### src/design/vpbm_pkg.sv
`timescale 1ns / 1ps
package vpbm_pkg;

    localparam int MAX_WIDTH   = 128;
    localparam int MAX_HEIGHT  = 128;
    localparam int MAX_SAMPLES = 32;
    localparam int ROW_W  = $clog2(MAX_HEIGHT);
    localparam int COL_W  = $clog2(MAX_WIDTH);
    localparam int SLOT_W = $clog2(MAX_SAMPLES);
    localparam int ADDR_W = ROW_W + COL_W + SLOT_W;
    localparam int PIX_W  = 24;
    localparam int QDEPTH = 2;
    localparam int CFG_IDX_W  = 3;
    localparam int CFG_DATA_W = 10;

    typedef enum logic [CFG_IDX_W-1:0] {
        REG_NUM_SAMPLES  = 3'd0,
        REG_MATCH_RADIUS = 3'd1,
        REG_MIN_MATCHES  = 3'd2,
        REG_UPD_INTERVAL = 3'd3,
        REG_CHANNEL_MODE = 3'd4,
        REG_FRAME_WIDTH  = 3'd5,
        REG_FRAME_HEIGHT = 3'd6,
        REG_BRIGHT_MARGIN = 3'd7
    } cfg_idx_t;

    typedef struct packed {
        logic [5:0] num_samples;
        logic [9:0] match_radius;
        logic [5:0] min_matches;
        logic [7:0] update_interval;
        logic       channel_mode;
        logic [7:0] frame_width;
        logic [7:0] frame_height;
        logic [7:0] brightness_margin;
    } cfg_t;

    typedef enum logic [1:0] {
        K_SEED,
        K_BORDER,
        K_GATE,
        K_TEST
    } kind_t;

    typedef enum logic [2:0] {S_IDLE, S_RD, S_CMP, S_MOD, S_OUT} state_t;
    typedef enum logic [1:0] {SEL_OWN_REP, SEL_OWN_SLOT, SEL_NBR_REP, SEL_NBR_SLOT} sel_t;

    typedef struct packed {
        kind_t             kind;
        logic [ROW_W-1:0]  row;
        logic [COL_W-1:0]  col;
        logic [SLOT_W-1:0] slot;
        logic [PIX_W-1:0]  px;
    } entry_t;

endpackage

### src/design/vpbm_queue.sv
`timescale 1ns / 1ps
module vpbm_queue (
    input  logic             aclk,
    input  logic             aresetn,
    input  logic             in_valid,
    output logic             in_ready,
    input  vpbm_pkg::entry_t in_data,
    output logic             out_valid,
    input  logic             out_ready,
    output vpbm_pkg::entry_t out_data
);
    import vpbm_pkg::*;

    localparam int PTR_W = (QDEPTH > 1) ? $clog2(QDEPTH) : 1;
    localparam int CNT_W = $clog2(QDEPTH + 1);

    entry_t             mem_q [QDEPTH];
    logic [PTR_W-1:0]   wr_ptr_reg, rd_ptr_reg;
    logic [CNT_W-1:0]   count_reg;
    logic               push, pop;

    assign in_ready  = count_reg < CNT_W'(QDEPTH);
    assign out_valid = count_reg != '0;
    assign out_data  = mem_q[rd_ptr_reg];
    assign push = in_valid && in_ready;
    assign pop  = out_valid && out_ready;

    always_ff @(posedge aclk) begin
        if (!aresetn) begin
            wr_ptr_reg <= '0;
            rd_ptr_reg <= '0;
            count_reg  <= '0;
        end else begin
            if (push) begin
                wr_ptr_reg <= (wr_ptr_reg == PTR_W'(QDEPTH - 1)) ? '0 : wr_ptr_reg + 1'b1;
            end
            if (pop) begin
                rd_ptr_reg <= (rd_ptr_reg == PTR_W'(QDEPTH - 1)) ? '0 : rd_ptr_reg + 1'b1;
            end
            if (push && !pop) begin
                count_reg <= count_reg + 1'b1;
            end else if (pop && !push) begin
                count_reg <= count_reg - 1'b1;
            end
        end
    end

    always_ff @(posedge aclk) begin
        if (push) begin
            mem_q[wr_ptr_reg] <= in_data;
        end
    end

endmodule

### config.mk
export PLATFORM = sky130hd
export DESIGN_NAME = vpbm_queue
export DESIGN_NICKNAME = d
export VERILOG_FILES = /design/src/design/vpbm_pkg.sv /design/src/design/vpbm_queue.sv
export SDC_FILE = /design/constraint.sdc
export NUM_CORES = 1
export LEC_CHECK = 0
export BUFFER_PORTS_ARGS = -buffer_cell sky130_fd_sc_hd__buf_2
export CAP_MARGIN = 20
export CORE_MARGIN = 2
export CORE_UTILIZATION = 46
export DETAILED_ROUTE_END_ITERATION = 7
export MAX_ROUTING_LAYER = met4
export PLACE_DENSITY = 0.72
export SETUP_SLACK_MARGIN = 0.3
export SYNTH_ARGS = -nofsm -noshare
export SYNTH_HDL_FRONTEND = slang
export SYNTH_SLANG_ARGS = --single-unit
export TNS_END_PERCENT = 20
### constraint.sdc
create_clock -name aclk -period 6.1 [get_ports aclk]
set_clock_uncertainty 0.2 [all_clocks]
set_input_delay 1.83 -clock aclk [delete_from_list [all_inputs] [get_ports aclk]]
set_output_delay 1.83 -clock aclk [all_outputs]
set_load 0.01 [all_outputs]
# Word-level counts from Yosys, hierarchy flattened
# Memories as Yosys holds them, arrays and structs flattened. A register that Yosys moved wholly into a read port is not among the register bits.
# Cells that the tools add are included.
dict set report word_totals {
  ff_bits 4
  mem_bits_rw 90
  input_bits 49
  out_inout_bits 47
  wordCells 25
  memories 1
}
# name words width read_ports rd_clocked_by_memory_dff wr line_no
set mem_list {}
lappend mem_list {mem_q 2 45 1 1 1 vpbm_queue.sv:17} ;# entry_t mem_q [QDEPTH];
dict set report op_classes {
  addsub 4
  n_lt_le_gt_ge 1
  mux 8
  reduce_logical 8
}
# operator n
set op_table {}
lappend op_table {{$mux 1} 6}
lappend op_table {{$logic_and 1x1->1} 4}
lappend op_table {{$mux 2} 2}
lappend op_table {{$reduce_bool 2->1} 2}
lappend op_table {{$add 1x1->1 const B} 2}
lappend op_table {{$add 2x1->2 const B} 1}
lappend op_table {{$logic_not 1->1} 2}
lappend op_table {{$lt 2x2->1 const B} 1}
lappend op_table {{$sub 2x1->2 const B} 1}

# Depth between registers and ports, before layout
# Gate-level depths: netlist of run 1.
dict set report depth {
  ltp_word 6
  depth_mapped 5
  ltp_nobuf 5
}

# Worst setup path after synthesis of run 1
# OpenSTA, ideal clock, no wires.
dict set report synth_path {
  path_type {input to register}
  startpoint {input port in_valid}
  endpoint {memory mem_q[1][0] (netlist bit), enable pin}
  setup_ns 0.407
  arrival_time_ns 3.157
  t_required_ns 5.493
  slack_ns 2.336
  cell_stages 2
  path_buffers 0
  cell_sequence {nor2b_1 > and2_1}
}
dict set report synth_via {
  elab_chain_cells 3
}
# item line_no
set synth_rtl {}
lappend synth_rtl {{start, declared} vpbm_queue.sv:5} ;# input logic in_valid,
lappend synth_rtl {{$logic_and 1x1->1} vpbm_queue.sv:25} ;# assign push = in_valid && in_ready;
lappend synth_rtl {{$mux 1} vpbm_queue.sv:49} ;# if (push) begin
lappend synth_rtl {{$mux 1 (implied by the code)} vpbm_queue.sv:50} ;# mem_q[wr_ptr_reg] <= in_data;
lappend synth_rtl {{end, declared} vpbm_queue.sv:17}
# No other way between the ends.

==> impl_metrics.tcl, run 1 <==
set metrics [dict create \
    status "finished, final reports clean" \
    totalWireLength_mm 5.44 \
    syn_area_sq_mm 0.00347 \
    grt_max_degree 47 \
    critical_path_class "flop to output pin" \
    ir_drop_mv 0.188 \
    syn_avg_cell_area_sq_um 21.3 \
    grt_pass1_wl_mm 8.50 \
    post_drt_wl_per_cell_um 14.7 \
    p_seq_frac 0.512 \
    layout.nets 317 \
    largest_register_ffs 90 \
    synth_cell_types 18 \
    cpPeakStageDelay_ns 0.67 \
    grt_remaining_overflow 0 \
    dpl-instance-area_sq_mm 0.00404 \
    vias_per_cell 4.74 \
    p_sw_frac 0.270 \
    root_buffer "clkbuf_8" \
    core_area_sq_mm 0.00729 \
    power_frac_comb 0.261 \
    worstMarginPinSlew_ns 0.586 \
    die_w_um 90.8 \
    power.internal_mw 1.23 \
    switchingPower_uw 455 \
    start_util 0.476 \
    cts_buffer_depth 2 \
    cts.repair.resized 0 \
    cts_max_level 3 \
    ys_seq_area_frac 0.808 \
    cts_tree "done" \
    antenna_found_initial 0 \
    critPathBufInv 2 \
    area_growth_pct 23.7 \
    synth.ff_latch_count 95 \
    drc 0 \
    fmax_ghz 0.263 \
    path_max_fanout 26 \
    dp_hpwl_mm 3.34 \
    ys.warnings.count 0 \
    setup_tns_ns 0 \
    drtAntennaViolNets 0 \
    dr.pass1.iters 4 \
    cp.arrival_ns 1.77 \
    cts_setup_buffers 0 \
    vias 1757 \
    synthCells 163 \
    antennaDiodeCount 0 \
    layout-drive-gt1-share 0.592 \
    cpLargestDelayFamily "flip-flops" \
    min_path_type "flop to flop" \
    nFillCells 595 \
    p_per_area_mw_per_mm2 393 \
    clk_pin_slew_worst_paths_ns 0.09 \
    clk_latency_ns 0.33 \
    hp-start "count_reg[1]" \
    slowest_stage "dfxtp_2" \
    cp-end-kind "output pin" \
    clkSinkCount 95 \
    drv_slew 0 \
    r2r_start "count_reg[1]" \
    stdcell_area_sq_mm 0.00429 \
    drv_cap 0 \
    ctsHoldBuffers 0 \
    rsz0062_at_grt "false" \
    cts_made_buffers 9 \
    leakage_nw 1.59 \
    setup_viol 0 \
    regArea_sq_mm 0.00280 \
    critPathRequiredTime_ns 4.07 \
    clkPwrFrac 0.227 \
    drtIter0Drc 62 \
    dieArea_sq_mm 0.00825 \
    multiInputGateArea_sq_um 631 \
    start_kind "flop" \
    grtUsageTotal 0.137 \
    syn_nets 213 \
    min_period_over_period 0.623 \
    timing.slew.headroom 0.610 \
    rows 31 \
    die_h_um 90.8 \
    finalHoldViolCount 0 \
    grt_pass1_vias 1788 \
    path_cells "buf_12 -> mux2_2 -> buf_2" \
    io_buffers 95 \
    gp_congestion 0.765 \
    min_period_ns 3.80 \
    ioPinCount 96 \
]
cell type report:
type | instances | share of cell area
repair buffers | 98 | 0.126
flip-flops and latches | 95 | 0.653
clock inverters | 7 | 0.0149
well taps | 99 | 0.0289
clock buffers | 9 | 0.0289
multi-input cells | 62 | 0.147
inverters | 1 | 0.000874
per-stage QoR:
stage / instances / worst slack, ns / utilization / hold slack [ns] / power (mW)
floorplan: 163 / 2.34 / - / 0.291 / 1.15
global placement: 352 / 2.40 / 0.554 / 0.317 / 1.30
finish: 371 / 2.30 / 0.589 / 0.344 / 1.69
CTS: 368 / 2.05 / 0.579 / 0.353 / 1.69
global route: 371 / 2.20 / 0.589 / 0.394 / 1.77
detailed placement: 352 / 2.36 / 0.554 / 0.342 / 1.30
per-layer routing:
layer	vias up	track usage	routed length (um)
li1	839	-	-
met1	853	0.161	2340
met2	55	0.233	2770
met3	10	0.0275	253
met4	0	0.0530	81
met5	-	-	0
cell usage in the layout (no fill, tap or decap), drive strengths merged:
cell and count:
o21ai 2, clkinv 5, nor2b 2, o21a 1, and2b 1, xnor2 2
ha 1, buf 98, xor2 1, mux2 45, a21boi 1, or2 1
inv 1, edfxtp 90, and2 4, bufinv 1, clkinvlp 1, or3 1
dfxtp 5, clkbuf 9
synthesized netlist by cell type:
cell type  instances  area, sq um
and2_1             4         25.0
nor2b_1            2         12.5
o21a_1             1         7.51
inv_1              1         3.75
xnor2_1            2         17.5
o21ai_1            1         5.00
mux2_2            45          507
edfxtp_1          90         2700
ha_1               1         12.5
or2_2              1         6.26
dfxtp_1            5          100
and2b_1            1         7.51
a21boi_1           1         7.51
or3_1              1         6.26
o21ai_0            1         5.00
buf_4              4         30.0
buf_2              1         5.00
xor2_1             1         8.76
power groups by stage:
stage | logic (mW) | registers (mW) | clock network (mW)
final | 0.440 | 0.864 | 0.384
after global routing | 0.478 | 0.875 | 0.422
after CTS | 0.400 | 0.890 | 0.397
after detailed placement | 0.398 | 0.905 | 0
after global placement | 0.398 | 0.901 | 0
after floorplan | 0.296 | 0.856 | 0
worst min-delay path, cell delays in order, from the launching register on:
cell and delay (ns):
dfxtp_1 0.35, o21ai_0 0.08, a21boi_1 0.06
worst paths after layout:
path,endpoint,slack (ns),depth (start not counted)
setup reg to reg,mem_q[0][32],4.18,3
hold reg to reg,count_reg[1],0.34,2
setup / recovery,out_data[19],2.30,3
hold / removal,count_reg[1],0.34,2
cells by family after synthesis:
family / after synthesis / synth area share
flip-flops: 95 / 0.808
AND/OR/NAND/NOR: 9 / 0.0166
XOR/XNOR: 3 / 0.00757
AO/OA/AOI/OAI: 4 / 0.00721
multiplexers: 45 / 0.146
adder cells (fa/ha/maj): 1 / 0.00361
buffers and inverters: 6 / 0.0112
Note: power is estimated with default switching activity, not from simulation.
==> inputs of run 2 (changes only) <==
PLACE_DENSITY = 0.74   (was 0.72)
clock period = 3.25 ns   (was 6.1 ns; I/O delays follow)
==> run 2 against run 1 <==
Compared with the run above: utilization is 0.57 points higher; routed wire length is 4.2% higher; design area is 0.96% higher; critical path type unchanged; highest routed layer unchanged; worst setup slack worse by 1.7 ns; sequential power is 84% higher; flip-flop and latch count stayed put.
==> impl_metrics.tcl, run 2 (same netlist as run 1, synthesis figures left out) <==
set metrics [dict create \
    status "finished, final reports clean" \
    leakage_nw 1.61 \
    min_to "count_reg[1]" \
    drc 0 \
    drv_cap 0 \
    grt_pass1_wl_mm 8.70 \
    path_cells "buf_12 -> mux2_2 -> buf_2" \
    setup_tns_ns 0 \
    fmax_ghz 0.378 \
    start_kind "flop" \
    stdcell_area_sq_mm 0.00433 \
    timing.slew.headroom 0.653 \
    io_buffers 95 \
    cpPeakStageDelay_ns 0.38 \
    setup_viol 0 \
    dp_hpwl_mm 3.67 \
    p_per_area_mw_per_mm2 768 \
    slowest_stage "mux2_2" \
    rsz0062_at_grt "false" \
    critPathRequiredTime_ns 2.07 \
    area_growth_pct 24.9 \
    grt_remaining_overflow 0 \
    finalHoldViolCount 0 \
    root_buffer "clkbuf_8" \
    cts.repair.resized 0 \
    dpl-instance-area_sq_mm 0.00410 \
    grt_pass1_vias 1814 \
    dieArea_sq_mm 0.00825 \
    cts_made_buffers 9 \
    post_drt_wl_per_cell_um 15.3 \
    final_util 0.594 \
    reg2reg_setup_slack_ns 1.35 \
    cp-end-kind "output pin" \
    ir_drop_mv 0.387 \
    gp_congestion 0.708 \
    layout-drive-gt1-share 0.592 \
    hold_depth 2 \
    clk_latency_ns 0.33 \
    drtAntennaViolNets 0 \
    drv_slew 0 \
    antenna_found_initial 0 \
    vias_per_cell 4.79 \
    ctsHoldBuffers 0 \
    die_h_um 90.8 \
    clk_pin_slew_worst_paths_ns 0.08 \
    drtIter0Drc 66 \
    grtUsageTotal 0.142 \
    clkSinkCount 95 \
    critPathBufInv 2 \
    vias 1777 \
    min_period_over_period 0.814 \
    totalWireLength_mm 5.67 \
    largest_register_ffs 90 \
    cts_setup_buffers 0 \
    min_period_ns 2.65 \
    worstReg2RegEnd "mem_q[1][40]" \
    rows 31 \
    dr.pass1.iters 4 \
    worstMarginPinSlew_ns 0.521 \
    cts_max_level 3 \
    grt_max_degree 47 \
    cts_tree "done" \
    final_cell_mix "buf_2 (95), edfxtp_1 (90), mux2_2 (45), clkbuf_8 (9), dfxtp_1 (4)" \
    mostFrequentLayoutCell "buf_2" \
    cpLargestDelayFamily "buffers and inverters" \
    path_max_fanout 45 \
    antennaDiodeCount 0 \
    r2r_start "count_reg[1]" \
    ioPinCount 96 \
    layout.nets 317 \
    hp-start "count_reg[1]" \
    core_area_sq_mm 0.00729 \
    rr_worst_depth 3 \
    critical_path_class "flop to output pin" \
    power_mw 3.33 \
    cp.arrival_ns 1.47 \
    die_w_um 90.8 \
    start_util 0.476 \
    cts_buffer_depth 2 \
    min_path_type "flop to flop" \
]
run 2: changes by cell type in the layout (fill, tap and decap cells not counted):
cell | before | now
buf_16 | 1 | 0
clkinv_1 | 2 | 1
clkbuf_1 | 0 | 1
buf_12 | 2 | 3
clkinvlp_4 | 1 | 2
bufinv_16 | 1 | 3
clkinv_4 | 1 | 0
clkinv_2 | 2 | 0
run 2: worst max path at each step:
stage / from / endpoint / cells after the start
final: flop / out_data[16] / 3
after global routing: flop / out_data[41] / 3
after CTS: flop / out_data[15] / 3
after detailed placement: in_valid / mem_q[1][14] / 4
after global placement: in_valid / mem_q[1][9] / 4
after floorplan: in_valid / mem_q[1][0] / 2
run 2: final cells by class:
cell class              instances  area, sq um
clock buffers                  10          128
repair buffers                 98          536
well taps                      99          124
fillers                       590         2960
clock inverters                 6          109
flip-flops and latches         95         2800
multi-input cells              62          631
inverters                       1         3.75
run 2: through the flow:
step / setup WS [ns] / std cells / hold WS (ns)
floorplan: 0.341 / 163 / 0.291
global placement: 0.649 / 355 / 0.314
detailed placement: 0.622 / 355 / 0.323
CTS: 0.579 / 371 / 0.336
global route: 0.537 / 371 / 0.360
finish: 0.603 / 371 / 0.337
run 2: worst min-delay path: cells and delay by family (launching register included):
family | cells | cell delay [ns]
AOI/OAI and AO/OA | 2 | 0.14
DFF | 1 | 0.35
run 2: metal layers:
layer,GRT usage,wire length [um],part of all wire
met2,0.246,3070,0.54
met1,0.156,2280,0.40
met5,-,0,0
met4,0.0745,121,0.021
met3,0.0284,205,0.036
run 2: power by group:
part	switching [mW]	internal, mW
logic	0.441	0.418
registers	0.0471	1.54
clock network	0.373	0.509
