--- config.mk ---
export PLATFORM = sky130hd
export DESIGN_NAME = vpbm_front
export DESIGN_NICKNAME = d
export VERILOG_FILES = /design/src/design/vpbm_pkg.sv /design/src/design/vpbm_front.sv
export SDC_FILE = /design/constraint.sdc
export NUM_CORES = 1
export LEC_CHECK = 0
export ABC_AREA = 0
export BUFFER_PORTS_ARGS = -buffer_cell sky130_fd_sc_hd__buf_4
export CORE_MARGIN = 4
export CORE_UTILIZATION = 45
export CTS_BUF_LIST = sky130_fd_sc_hd__clkbuf_2
export CTS_CLUSTER_DIAMETER = 80
export DETAILED_ROUTE_END_ITERATION = 7
export PLACE_DENSITY = 0.83
export SKIP_LAST_GASP = 1
export SLEW_MARGIN = 15
export SYNTH_ARGS = -nofsm -noshare
export SYNTH_HDL_FRONTEND = slang
export SYNTH_SLANG_ARGS = --single-unit
--- constraint.sdc ---
create_clock -name aclk -period 3.6 [get_ports aclk]
set_input_delay 0.72 -clock aclk [delete_from_list [all_inputs] [get_ports aclk]]
set_output_delay 0.72 -clock aclk [all_outputs]
set_load 0.01 [all_outputs]
--- src/design/vpbm_pkg.sv ---
`timescale 1ns / 1ps
package vpbm_pkg;

    localparam int MAX_WIDTH   = 128;
    localparam int MAX_HEIGHT  = 128;
    localparam int MAX_SAMPLES = 32;
    localparam int ROW_W  = $clog2(MAX_HEIGHT);
    localparam int COL_W  = $clog2(MAX_WIDTH);
    localparam int SLOT_W = $clog2(MAX_SAMPLES);
    localparam int ADDR_W = ROW_W + COL_W + SLOT_W;
    localparam int PIX_W  = 24;
    localparam int QDEPTH = 2;
    localparam int CFG_IDX_W  = 3;
    localparam int CFG_DATA_W = 10;

    typedef enum logic [CFG_IDX_W-1:0] {
        REG_NUM_SAMPLES  = 3'd0,
        REG_MATCH_RADIUS = 3'd1,
        REG_MIN_MATCHES  = 3'd2,
        REG_UPD_INTERVAL = 3'd3,
        REG_CHANNEL_MODE = 3'd4,
        REG_FRAME_WIDTH  = 3'd5,
        REG_FRAME_HEIGHT = 3'd6,
        REG_BRIGHT_MARGIN = 3'd7
    } cfg_idx_t;

    typedef struct packed {
        logic [5:0] num_samples;
        logic [9:0] match_radius;
        logic [5:0] min_matches;
        logic [7:0] update_interval;
        logic       channel_mode;
        logic [7:0] frame_width;
        logic [7:0] frame_height;
        logic [7:0] brightness_margin;
    } cfg_t;

    typedef enum logic [1:0] {
        K_SEED,
        K_BORDER,
        K_GATE,
        K_TEST
    } kind_t;

    typedef enum logic [2:0] {S_IDLE, S_RD, S_CMP, S_MOD, S_OUT} state_t;
    typedef enum logic [1:0] {SEL_OWN_REP, SEL_OWN_SLOT, SEL_NBR_REP, SEL_NBR_SLOT} sel_t;

    typedef struct packed {
        kind_t             kind;
        logic [ROW_W-1:0]  row;
        logic [COL_W-1:0]  col;
        logic [SLOT_W-1:0] slot;
        logic [PIX_W-1:0]  px;
    } entry_t;

endpackage

--- src/design/vpbm_front.sv ---
`timescale 1ns / 1ps
module vpbm_front (
    input  logic                      aclk,
    input  logic                      aresetn,
    input  vpbm_pkg::cfg_t            cfg,
    input  logic                      s_valid,
    output logic                      s_ready,
    input  logic                      s_opcode,
    input  logic [vpbm_pkg::ROW_W-1:0] s_pix_row,
    input  logic [vpbm_pkg::COL_W-1:0] s_pix_col,
    input  logic [7:0]                s_chan_a,
    input  logic [7:0]                s_chan_b,
    input  logic [7:0]                s_chan_c,
    input  logic [vpbm_pkg::SLOT_W-1:0] s_seed_slot,
    input  logic [7:0]                s_frame_mean,
    output logic                      q_valid,
    input  logic                      q_ready,
    output vpbm_pkg::entry_t          q_data
);
    import vpbm_pkg::*;

    logic       stage_valid_reg;
    entry_t     stage_reg;
    entry_t     cls;
    logic [8:0] w_sat, h_sat;
    logic [8:0] gate_lim;
    logic       border, gate;

    always_comb begin
        w_sat = ({1'b0, cfg.frame_width} > 9'(MAX_WIDTH)) ? 9'(MAX_WIDTH)
                                                           : {1'b0, cfg.frame_width};
        h_sat = ({1'b0, cfg.frame_height} > 9'(MAX_HEIGHT)) ? 9'(MAX_HEIGHT)
                                                             : {1'b0, cfg.frame_height};
        border = (s_pix_row == '0) || (s_pix_col == '0) ||
                 (9'(s_pix_row) + 9'd1 >= h_sat) || (9'(s_pix_col) + 9'd1 >= w_sat);
        gate_lim = {1'b0, s_frame_mean} + {1'b0, cfg.brightness_margin};
        gate = cfg.channel_mode && ({1'b0, s_chan_a} <= gate_lim);
        cls.row  = s_pix_row;
        cls.col  = s_pix_col;
        cls.slot = s_seed_slot;
        cls.px   = cfg.channel_mode ? {s_chan_c, s_chan_b, s_chan_a} : {16'd0, s_chan_a};
        if (s_opcode) begin
            cls.kind = K_SEED;
        end else if (border) begin
            cls.kind = K_BORDER;
        end else if (gate) begin
            cls.kind = K_GATE;
        end else begin
            cls.kind = K_TEST;
        end
    end

    assign s_ready = !stage_valid_reg || q_ready;
    assign q_valid = stage_valid_reg;
    assign q_data  = stage_reg;

    always_ff @(posedge aclk) begin
        if (!aresetn) begin
            stage_valid_reg <= 1'b0;
        end else if (s_valid && s_ready) begin
            stage_valid_reg <= 1'b1;
        end else if (q_ready) begin
            stage_valid_reg <= 1'b0;
        end
    end

    always_ff @(posedge aclk) begin
        if (s_valid && s_ready) begin
            stage_reg <= cls;
        end
    end

endmodule

# --- Word level (Yosys, flattened, before mapping) ---
# Index checks and enable logic that the tools add are counted.
totals:
  ff_bits: 46
  latchBits: 0
  mem_bits_rw: 0
  romBits: 0
  input_bits: 111
  out_inout_bits: 47
  word_cells: 33
  n_memories: 0
op_classes:
  n_addsub: 3
  n_mul: 0
  div: 0
  order_cmp: 5
  eq_ne: 0
  shift: 0
  n_mux: 6
  n_bitwise: 0
  reduce_logical: 11
op_table:
  columns: ["operator", "n"]
  rows:
  - ["7-bit by 1-bit adder with 8-bit output (second input constant)", 2]
  - ["8-bit greater-or-equal comparator", 2]
  - ["8-bit > comparator (second input constant)", 2]
  - ["8-bit two-way mux", 2]
  - ["7-bit zero test", 2]
  - ["8-bit by 8-bit adder with 9-bit output", 1]
  - ["8-bit by 9-bit less-or-equal comparator with 1-bit output", 1]
  - ["1-bit logical OR", 4]
  - ["1-bit two-way mux", 4]
  - ["1-bit logical AND", 2]
  - ["2-bit nonzero test", 1]
  - ["2-bit OR reduction", 1]
  - ["1-bit zero test", 1]

# --- Longest topological paths before layout ---
# Gate-level depths: netlist (run 1).
depth:
  ltp_word: 6
  mapped_depth: 12
  depth_no_buf: 12

# --- Worst setup path after synthesis (run 1) ---
# No wires, ideal clock.
synth_path:
  path_kind: "input-to-reg"
  startpoint: "input port cfg[0] in the netlist's numbering"
  endpoint: "register stage_reg (netlist bit q_data[43]), data pin"
  setup_time_ps: 261
  arrival_ps: 3105
  required_time_ps: 3339
  path_slack_ps: 234
  stages: 12
  n_path_buf: 0
  cell_sequence: "ha_1 > fa_1 > a21oi_1 > o21ai_0 > o21ai_0 > nand2b_1 > xnor2_1 > ha_1 > a211oi_1 > nor4b_1 > a2111oi_0 > a221o_2"
synth_between:
  elab_chain_cells: 5
synth_lines:
  columns: ["item", "line_no", "source"]
  rows:
  - ["from (decl)", "vpbm_front.sv:5", "input vpbm_pkg::cfg_t cfg,"]
  - ["8-bit by 8-bit adder with 9-bit output", "vpbm_front.sv:36", "gate_lim = {1'b0, s_frame_mean} + {1'b0, cfg.brightness_margin};"]
  - ["8-bit by 9-bit less-or-equal comparator with 1-bit output", "vpbm_front.sv:37", "gate = cfg.channel_mode && ({1'b0, s_chan_a} <= gate_lim);"]
  - ["1-bit logical AND", "vpbm_front.sv:37", null]
  - ["1-bit two-way mux", "vpbm_front.sv:46", "end else if (gate) begin"]
  - ["1-bit two-way mux", "vpbm_front.sv:44", "end else if (border) begin"]
  - ["to (signal assigned)", "vpbm_front.sv:69", "stage_reg <= cls;"]
  - ["to (decl)", "vpbm_front.sv:23", "entry_t stage_reg;"]
# Every way passes these cells.
# A chain may end at the register's enable or synchronous reset.

# --- Worst setup path in the final report (run 1) ---
# Same ends and word-level chain as after synthesis.

==> flow_summary.yaml, run 1 <==
global_route:
  grt_max_degree: 46
  grt_pass1_vias: 2029
  antenna_found_initial: 0
  track_usage_pct: 16.6
  grt-ovfl-total: 0
  grt_pass1_wl_um: 9450
power_and_ir_drop:
  powerDensity_nw_per_um2: 317
  p_comb_share_pct: 27.5
  peakVddDrop_mv: 0.168
  pwr-share-clk_pct: 18.5
  finalPower_mw: 1.18
  swShare_pct: 27.8
  leakage_nw: 1.70
  p_sw_uw: 328
  seqPwrFrac_pct: 54.1
  intPower_uw: 851
timing:
  fin_ws_ps: 298
  max_slew_margin_pct: 34.4
  hold_violations: 0
  fmax_mhz: 303
  worst_slew_pin_slew_ps: 984
  finClkSkew_ps: 11.4
  slew_viol_final: 0
  period_share_pct: 91.7
  fin_hold_ws_ps: 496
  rsz0062_at_grt: "false"
  fin_crit_ps: 3300
  setup_viol_count_final: 0
worst_setup_path:
  worst_ep_arrival_time_ps: 3480
  crit_slowest_cell: "fa_1"
  crit_type: "input port to flip-flop"
  required_ps: 3780
  end_kind: "flip-flop"
  cp_slowest_stage_delay_ps: 410
  crit_path_start_kind: "input port"
  worstPathMaxFanout: 2
  crit_buf_inv: 1
  critPathTopFamily: "compound AO/OA/AOI/OAI gates"
  path_cells: "buf_4 > ha_1 > fa_1 > a21oi_1 > o21ai_0 > o21ai_0 > nand2b_1 > xnor2_1 > ha_1 > a211oi_1 > nor4b_1 > a2111oi_0 > a221o_2"
cells_and_area:
  layout_common_cells: "127 x buf_4, 45 x edfxtp_1, 36 x ha_1, 23 x nand2_1, 16 x and2_1"
  antenna_cells: 0
  area_delta_synth_final_pct: 41.4
  drive_gt1_share_pct: 38.6
  nFillCells: 464
  fin_nets: 502
  layout_commonest_cell: "buf_4"
cts:
  cts_inserted_buffers: 5
  cts_sinks: 46
  ctsHoldBuffers: 0
  cts-root-buf: "clkbuf_2"
  h-tree-depth: 2
  cts_tree: "done"
  cts_buffer_depth: 2
  post_cts_resized: 0
  cts_setup_buffers: 0
  insertion_delay_ps: 380
  clk_pin_slew_ps: 250
route:
  vias: 2104
  drt_pass1_iterations: 4
  drtAntennaViolNets: 0
  first_iter_violations: 47
  drcViolationCount: 0
  totalWireLength_um: 5990
  via_per_inst: 4.93
  avgRoutedWirePerCell_um: 14.0
die:
  die_area_um2: 7130
  io_pins: 158
  initial_utilization_pct: 47.2
  die_h_um: 84.5
  core_area_um2: 5570
  placementRows: 27
  fp.dieW_um: 84.5
synthesis:
  synth_area_um2: 2630
  ys_seq_area_share_pct: 52.1
  ys_seq_elements: 46
  syn_inst: 221
  avgSynthCellArea_um2: 11.9
  synth_cell_types: 33
  synth_nets: 369
  yosysWarnings: 0
hold_path:
  hp-class: "input port to flip-flop"
place:
  post-place-ws_ps: -166
  globalplace.congestion: 0.767
  placement.io_buffers: 127
  place_hpwl_um: 5120
run_status:
  status: "complete, no violations"
flow_run:
  maxCapViolCount: 0
-- power groups by stage --
stage / clock network, mW / registers, mW / logic [mW]
6_report: 0.218 / 0.637 / 0.324
5_1_grt: 0.252 / 0.641 / 0.362
3_5_place_dp: 0 / 0.650 / 0.328
4_1_cts: 0.230 / 0.638 / 0.329
2_1_floorplan: 0 / 0.668 / 0.144
3_3_place_gp: 0 / 0.649 / 0.315
-- cells by family after synthesis --
kind of cell | share of synthesized area, %
fa+ha+maj | 17.9
simple gates | 16.1
compound gates | 6.89
buf+inv | 1.71
xor+xnor | 5.33
flops | 52.1
-- stage by stage --
stage	instance area (um^2)	setup TNS (ps)	util, %	cells
finish	3720	0	66.8	427
detailed placement	3670	-166	65.9	419
floorplan	2630	0	-	221
CTS	3720	0	66.8	427
global placement	3670	-35.4	65.9	419
global route	3720	0	66.8	427
-- cell type report --
| cell class | count | area, um^2 | area share (%) |
|---|---|---|---|
| inverter | 11 | 41.3 | 1.11 |
| clock inverter | 3 | 23.8 | 0.639 |
| timing repair buffer | 127 | 953 | 25.6 |
| multi-input combinational | 163 | 1220 | 32.7 |
| sequential | 46 | 1370 | 36.9 |
| clock buffer | 5 | 25.0 | 0.672 |
| tap | 72 | 90.1 | 2.42 |
-- Yosys cell counts, drive strengths merged --
cell / count / area, um^2
nand2b: 3 / 18.8
a41oi: 1 / 8.76
nand2: 23 / 86.3
nor3: 3 / 15.0
xor2: 6 / 52.6
nor2: 12 / 45.0
a2111oi: 1 / 8.76
a21oi: 6 / 30.0
nor4: 1 / 6.26
dfxtp: 1 / 20.0
a21o: 1 / 7.51
a211oi: 3 / 22.5
and2: 17 / 106
o211ai: 1 / 7.51
or4b: 2 / 20.0
o21ai: 8 / 40.0
o21bai: 2 / 15.0
nor3b: 1 / 7.51
ha: 36 / 450
or4: 2 / 15.0
inv: 11 / 41.3
xnor2: 10 / 87.6
a21boi: 2 / 15.0
nor4b: 1 / 8.76
nand3: 10 / 50.1
clkbuf: 1 / 3.75
a221o: 1 / 11.3
and3: 2 / 12.5
nand4: 2 / 12.5
nor2b: 3 / 18.8
edfxtp: 45 / 1350
o31ai: 2 / 15.0
fa: 1 / 20.0
-- metal layers --
| layer | part of all wire, % | global-route usage, % | up-vias |
|---|---|---|---|
| met5 | 0 | 0 | - |
| met4 | 0.60 | 4.32 | 0 |
| met3 | 6.5 | 2.36 | 2 |
| met2 | 54 | 31.8 | 77 |
| met1 | 39 | 19.2 | 951 |
| li1 | - | - | 1074 |
-- registers in the layout (all words and copies together) (netlist names) --
name     cells
q_data      45
q_valid      1
-- path summary, 6_finish.rpt --
path	from	endpoint	slack, ps	cells after the start
setup / recovery	cfg[0]	q_data[43]	300	13
hold / removal	s_chan_a[0]	q_data[0]	500	1
hold reg to reg	q_valid	q_valid	570	2
setup reg to reg	q_valid	q_data[20]	1960	2
Note: power is estimated with default switching activity, not from simulation.
==> run 2, diff against run 1 <==
--- a/config.mk
+++ b/config.mk
@@ -5,10 +5,10 @@
 export SDC_FILE = /design/constraint.sdc
 export NUM_CORES = 1
 export LEC_CHECK = 0
-export ABC_AREA = 0
+export ABC_AREA = 1
 export BUFFER_PORTS_ARGS = -buffer_cell sky130_fd_sc_hd__buf_4
 export CORE_MARGIN = 4
-export CORE_UTILIZATION = 45
+export CORE_UTILIZATION = 46
 export CTS_BUF_LIST = sky130_fd_sc_hd__clkbuf_2
 export CTS_CLUSTER_DIAMETER = 80
 export DETAILED_ROUTE_END_ITERATION = 7
==> run 2 against run 1 <==
Flip-flop and latch count did not move; largest power group unchanged; critical path type unchanged; wire length rose by 15%; maximum frequency rose by 20%; clock power rose by 25%; combinational power rose by 9.9%; register-to-register slack improved by 270 ps.
==> flow_summary.yaml, run 2 <==
hold_path:
  hold_start: "s_seed_slot[2]"
  hp-class: "input port to flip-flop"
  hold_depth: 1
place:
  postPlaceCellArea_um2: 3900
  dp_cells: 503
  placement.io_buffers: 127
  place_hpwl_um: 5850
  globalplace.congestion: 0.846
cells_and_area:
  fin_nets: 583
  layout_common_cells: "128 x buf_4, 67 x nand2_1, 63 x inv_1, 45 x edfxtp_1, 36 x ha_1"
  largest_reg_flops: 45
  antenna_cells: 0
  nFillCells: 501
  layout_commonest_cell: "buf_4"
  stdcell_area_um2: 3960
  drive_gt1_share_pct: 31.4
  utilization_pct: 66.5
  stdcell_count: 511
  area_delta_synth_final_pct: 39.6
global_route:
  antenna_found_initial: 0
  grt_pass1_vias: 2466
  grt-ovfl-total: 0
  grt_pass1_wl_um: 10900
  track_usage_pct: 18.4
  grt_max_degree: 46
timing:
  period_share_pct: 76.2
  hold_violations: 0
  worst_slew_pin_slew_ps: 572
  fmax_mhz: 364
  max_slew_margin_pct: 61.9
  rsz0062_at_grt: "false"
  fin_crit_ps: 2740
  tns_ps: 0
  slew_viol_final: 0
  setup_viol_count_final: 0
  finClkSkew_ps: 5.05
worst_setup_path:
  crit_slowest_cell: "fa_1"
  endpoint: "q_data[43]"
  rrSetupSlack_ps: 2230
  r2r-start: "q_valid"
  end_kind: "flip-flop"
  crit_path_start_kind: "input port"
  cp_slowest_stage_delay_ps: 410
  r2r_cells: 2
  worstPathMaxFanout: 3
  worst_ep_arrival_time_ps: 3000
  path_cells: "buf_4 > ha_1 > fa_1 > nand3_1 > nand3_1 > a31oi_1 > xor2_1 > ha_1 > nand2_1 > inv_1 > nand4_1 > nand4_1 > nor2_1 > nand2_1 > a21oi_1"
  required_ps: 3850
  rr_endpoint: "q_data[3]"
  crit_start: "cfg[0]"
  crit_type: "input port to flip-flop"
route:
  first_iter_violations: 36
  drt_pass1_iterations: 4
  drtAntennaViolNets: 0
  vias: 2458
  drcViolationCount: 0
  totalWireLength_um: 6880
  avgRoutedWirePerCell_um: 13.5
  via_per_inst: 4.81
die:
  die_h_um: 86.5
  fp.dieW_um: 86.5
  die_area_um2: 7490
  initial_utilization_pct: 47.6
  io_pins: 158
  placementRows: 28
  core_area_um2: 5960
synthesis:
  yosys.area_share.xor_xnor_pct: 4.94
  synthMostInstantiatedCell: "nand2_1"
  yosys.area_share.simple_pct: 16.9
  yosysTopAreaCell: "edfxtp_1"
  synth-compound-area-share_pct: 4.54
  avgSynthCellArea_um2: 9.40
  ys_seq_area_share_pct: 48.3
  synth_nets: 450
  synth_cell_types: 25
  synth_top_family_by_area: "simple AND/OR/NAND/NOR gates"
  muxShareOfSynthArea_pct: 0
  synth-main-ff-cell: "edfxtp_1"
  syn_inst: 302
  synth_adder_area_share_pct: 16.6
  yosysTopAreaCellShare_pct: 47.6
  yosysWarnings: 0
  ys_seq_elements: 46
  synth_area_um2: 2840
  netlist_top_cells_area: "edfxtp_1 48%, ha_1 16%, nand2_1 8.9%"
  async_flop_share_pct: 0
  synth_edf_count: 45
  synth_common_cells: "67 x nand2_1, 63 x inv_1, 45 x edfxtp_1, 36 x ha_1, 22 x nor2_1"
cts:
  cts_inserted_buffers: 5
  cts_buffer_depth: 2
  ctsHoldBuffers: 0
  h-tree-depth: 2
  clk_pin_slew_ps: 220
  cts-root-buf: "clkbuf_2"
  cts_tree: "done"
  insertion_delay_ps: 390
  cts_setup_buffers: 0
  post_cts_resized: 0
  cts_sinks: 46
power_and_ir_drop:
  leakage_nw: 2.07
  peakVddDrop_mv: 0.219
  powerDensity_nw_per_um2: 320
run_status:
  status: "complete, no violations"
flow_run:
  maxCapViolCount: 0
## run 2: changes by cell type after synthesis, sizes merged, moves of 7 or more
cell,before,now
and2,17,0
a21oi,6,13
nand2,23,67
inv,11,64
o21ai,8,1
nor2,12,22
## run 2: routing by layer
layer	wire length, um	global-route usage [%]
met3	527	3.04
met1	2580	20.7
met5	0	0
met4	175	6.94
met2	3600	34.4
## run 2: final cells by class
class	count	area (um^2)	share of cell area, %
repair buffers	128	961	24.3
clock inverters	2	33.8	0.853
flip-flops and latches	46	1370	34.6
inverters	64	240	6.07
multi-input cells	190	1230	31.1
clock buffers	6	30.0	0.758
well taps	75	93.8	2.37
## run 2: kinds of logic (layout without fill, tap and decap cells)
group / Yosys count / in the layout
AOI/OAI and AO/OA: 22 / 22
DFF: 46 / 46
adders and majority gates: 37 / 37
xor gates and xnor gates: 16 / 16
and+or+nand+nor: 115 / 115
buffers and inverters: 66 / 200
## run 2: worst max-delay path: cells and delay by family
kind,cells,cell delay (ps)
XOR/XNOR,1,190
AO/OA/AOI/OAI,2,360
adder cells (fa/ha/maj),3,890
AND/OR/NAND/NOR,7,680
buffers and inverters,2,150
## run 2: through the flow
stage	hold slack [ps]	worst slack, ps	total power [mW]
global placement	536	557	0.988
global route	447	645	1.34
CTS	455	925	1.28
floorplan	595	180	0.833
finish	486	856	1.27
detailed placement	585	484	1.01
## run 2: how the worst min path moves through the flow
stage,end
after floorplan,q_valid
after global placement,q_valid
after detailed placement,q_valid
after CTS,q_data[26]
after global routing,q_data[24]
final,q_data[26]
## run 2: power breakdown
group          internal, mW  total (mW)  switching [mW]
logic                 0.174       0.356           0.182
clock network         0.118       0.273           0.155
registers             0.627       0.636         0.00916
==> run 3, diff against run 2 <==
--- a/config.mk
+++ b/config.mk
@@ -5,14 +5,14 @@
 export SDC_FILE = /design/constraint.sdc
 export NUM_CORES = 1
 export LEC_CHECK = 0
-export ABC_AREA = 1
+export ABC_AREA = 0
 export BUFFER_PORTS_ARGS = -buffer_cell sky130_fd_sc_hd__buf_4
 export CORE_MARGIN = 4
-export CORE_UTILIZATION = 46
+export CORE_UTILIZATION = 41
 export CTS_BUF_LIST = sky130_fd_sc_hd__clkbuf_2
 export CTS_CLUSTER_DIAMETER = 80
 export DETAILED_ROUTE_END_ITERATION = 7
-export PLACE_DENSITY = 0.83
+export PLACE_DENSITY = 0.79
 export SKIP_LAST_GASP = 1
 export SLEW_MARGIN = 15
 export SYNTH_ARGS = -nofsm -noshare
==> constraint.sdc (replaced) <==
create_clock -name aclk -period 2.4 [get_ports aclk]
set_input_delay 0.48 -clock aclk [delete_from_list [all_inputs] [get_ports aclk]]
set_output_delay 0.48 -clock aclk [all_outputs]
set_load 0.01 [all_outputs]
==> run 3 against run 2 <==
The run now ends with negative setup slack left; clock power is 60% higher; via count is 8.0% lower; wire length is 4.7% lower; final area is 1.9% higher; critical endpoint unchanged.
==> flow_summary.yaml, run 3 (synthesized netlist as in run 1, its figures left out) <==
worst_setup_path:
  r2r_cells: 3
  rrSetupSlack_ps: 1160
  rr_endpoint: "q_data[19]"
  crit_path_frequent_cell: "buf_4"
  path_cells: "buf_4 > ha_4 > fa_2 > a21oi_4 > o21ai_2 > o21ai_1 > nand2b_1 > xnor2_1 > ha_1 > a211oi_2 > buf_4 > buf_4 > a2111oi_1 > a221o_2"
  end_kind: "flip-flop"
  crit_slowest_cell: "fa_2"
  crit_type: "input port to flip-flop"
  r2r-start: "q_valid"
  cp_slowest_stage_delay_ps: 380
  worstPathMaxFanout: 2
  crit_buf_inv: 3
  worst_ep_arrival_time_ps: 2930
  crit_path_start_kind: "input port"
  required_ps: 2580
  critPathTopFamily: "compound AO/OA/AOI/OAI gates"
place:
  post-place-ws_ps: -812
  globalplace.congestion: 0.786
  placement.io_buffers: 127
  place_hpwl_um: 5410
run_status:
  status: "complete, but fails checks"
  violations: "negative setup slack"
global_route:
  grt_max_degree: 25
  grt_pass1_wl_um: 10100
  grt_pass1_vias: 2228
  antenna_found_initial: 0
  grt-ovfl-total: 0
  track_usage_pct: 16.9
cells_and_area:
  layout_common_cells: "159 x buf_4, 45 x edfxtp_1, 35 x ha_1, 23 x nand2_1, 16 x and2_1"
  largest_reg_flops: 45
  drive_gt1_share_pct: 45.2
  regArea_um2: 1370
  layout_commonest_cell: "buf_4"
  antenna_cells: 0
  multi_input_area_um2: 1270
  utilization_pct: 66.6
  nFillCells: 505
  area_delta_synth_final_pct: 53.4
  fin_nets: 534
hold_path:
  hold_start: "s_seed_slot[1]"
  hold_end: "q_data[25]"
  hp-class: "input port to flip-flop"
  hold_depth: 1
timing:
  fin_crit_ps: 2750
  rsz0062_at_grt: "true"
  max_slew_margin_pct: 77.3
  hold_violations: 0
  setup_viol_count_final: 1
  fmax_mhz: 363
  slew_viol_final: 0
  tns_ps: -352
  period_share_pct: 115
  fin_hold_ws_ps: 230
  fin_ws_ps: -352
  finClkSkew_ps: 26.6
  worst_slew_pin_slew_ps: 340
cts:
  cts_tree: "done"
  cts_sinks: 46
  cts-root-buf: "clkbuf_2"
  cts_buffer_depth: 2
  h-tree-depth: 2
  ctsHoldBuffers: 0
  insertion_delay_ps: 400
  clk_pin_slew_ps: 260
  cts_inserted_buffers: 5
route:
  via_per_inst: 4.89
  avgRoutedWirePerCell_um: 14.2
  drt_pass1_iterations: 4
  vias: 2261
  first_iter_violations: 54
  drcViolationCount: 0
  drtAntennaViolNets: 0
  totalWireLength_um: 6550
die:
  placementRows: 28
  die_area_um2: 7760
  core_area_um2: 6060
  die_h_um: 88.1
  io_pins: 158
  fp.dieW_um: 88.1
  initial_utilization_pct: 43.4
flow_run:
  maxCapViolCount: 0
power_and_ir_drop:
  finalPower_mw: 1.98
  leakage_nw: 1.88
  powerDensity_nw_per_um2: 490
  peakVddDrop_mv: 0.301
[run 3: repair_timing]
action,in CTS,in global routing
setup buffers,3,3
gates resized for setup,2,3
setup endpoints to repair,1,1
endpoints found under the hold margin,0,0
pin swaps,7,6
[run 3: metrics by stage]
stage	cells	cell area (um^2)
2_1_floorplan	221	2650
3_3_place_gp	448	3890
3_5_place_dp	448	3890
4_1_cts	459	3990
5_1_grt	462	4040
6_report	462	4040
[run 3: power breakdown]
group / switching (mW) / internal [mW]
clock: 0.257 / 0.179
combinational: 0.256 / 0.329
sequential: 0.0135 / 0.942
[run 3: area by class of cell]
| cell class | count | area share (%) |
|---|---|---|
| clock buffers | 5 | 0.620 |
| clock inverters | 3 | 1.08 |
| inverters | 11 | 1.02 |
| multi-input cells | 163 | 31.4 |
| flip-flops and latches | 46 | 34.0 |
| well taps | 75 | 2.32 |
| repair buffers | 159 | 29.6 |
[run 3: metal layers]
layer / track usage (%) / wire length [um] / up-vias / part of all wire, %
met4: 4.95 / 39 / 0 / 0.60
met1: 19.3 / 2530 / 1038 / 39
met5: 0 / 0 / - / 0
met3: 3.29 / 528 / 2 / 8.1
li1: - / - / 1144 / -
met2: 31.6 / 3450 / 77 / 53
[run 3: worst max-delay path by stage]
| stage | startpoint | to | slack [ps] | cells after the start |
|---|---|---|---|---|
| 2_1_floorplan | cfg[0] | q_data[43] | -510 | 12 |
| 3_3_place_gp | cfg[0] | q_data[43] | -730 | 13 |
| 3_5_place_dp | cfg[0] | q_data[43] | -810 | 13 |
| 4_1_cts | cfg[0] | q_data[43] | -300 | 13 |
| 5_1_grt | cfg[0] | q_data[43] | -440 | 13 |
| 6_report | cfg[0] | q_data[43] | -350 | 14 |
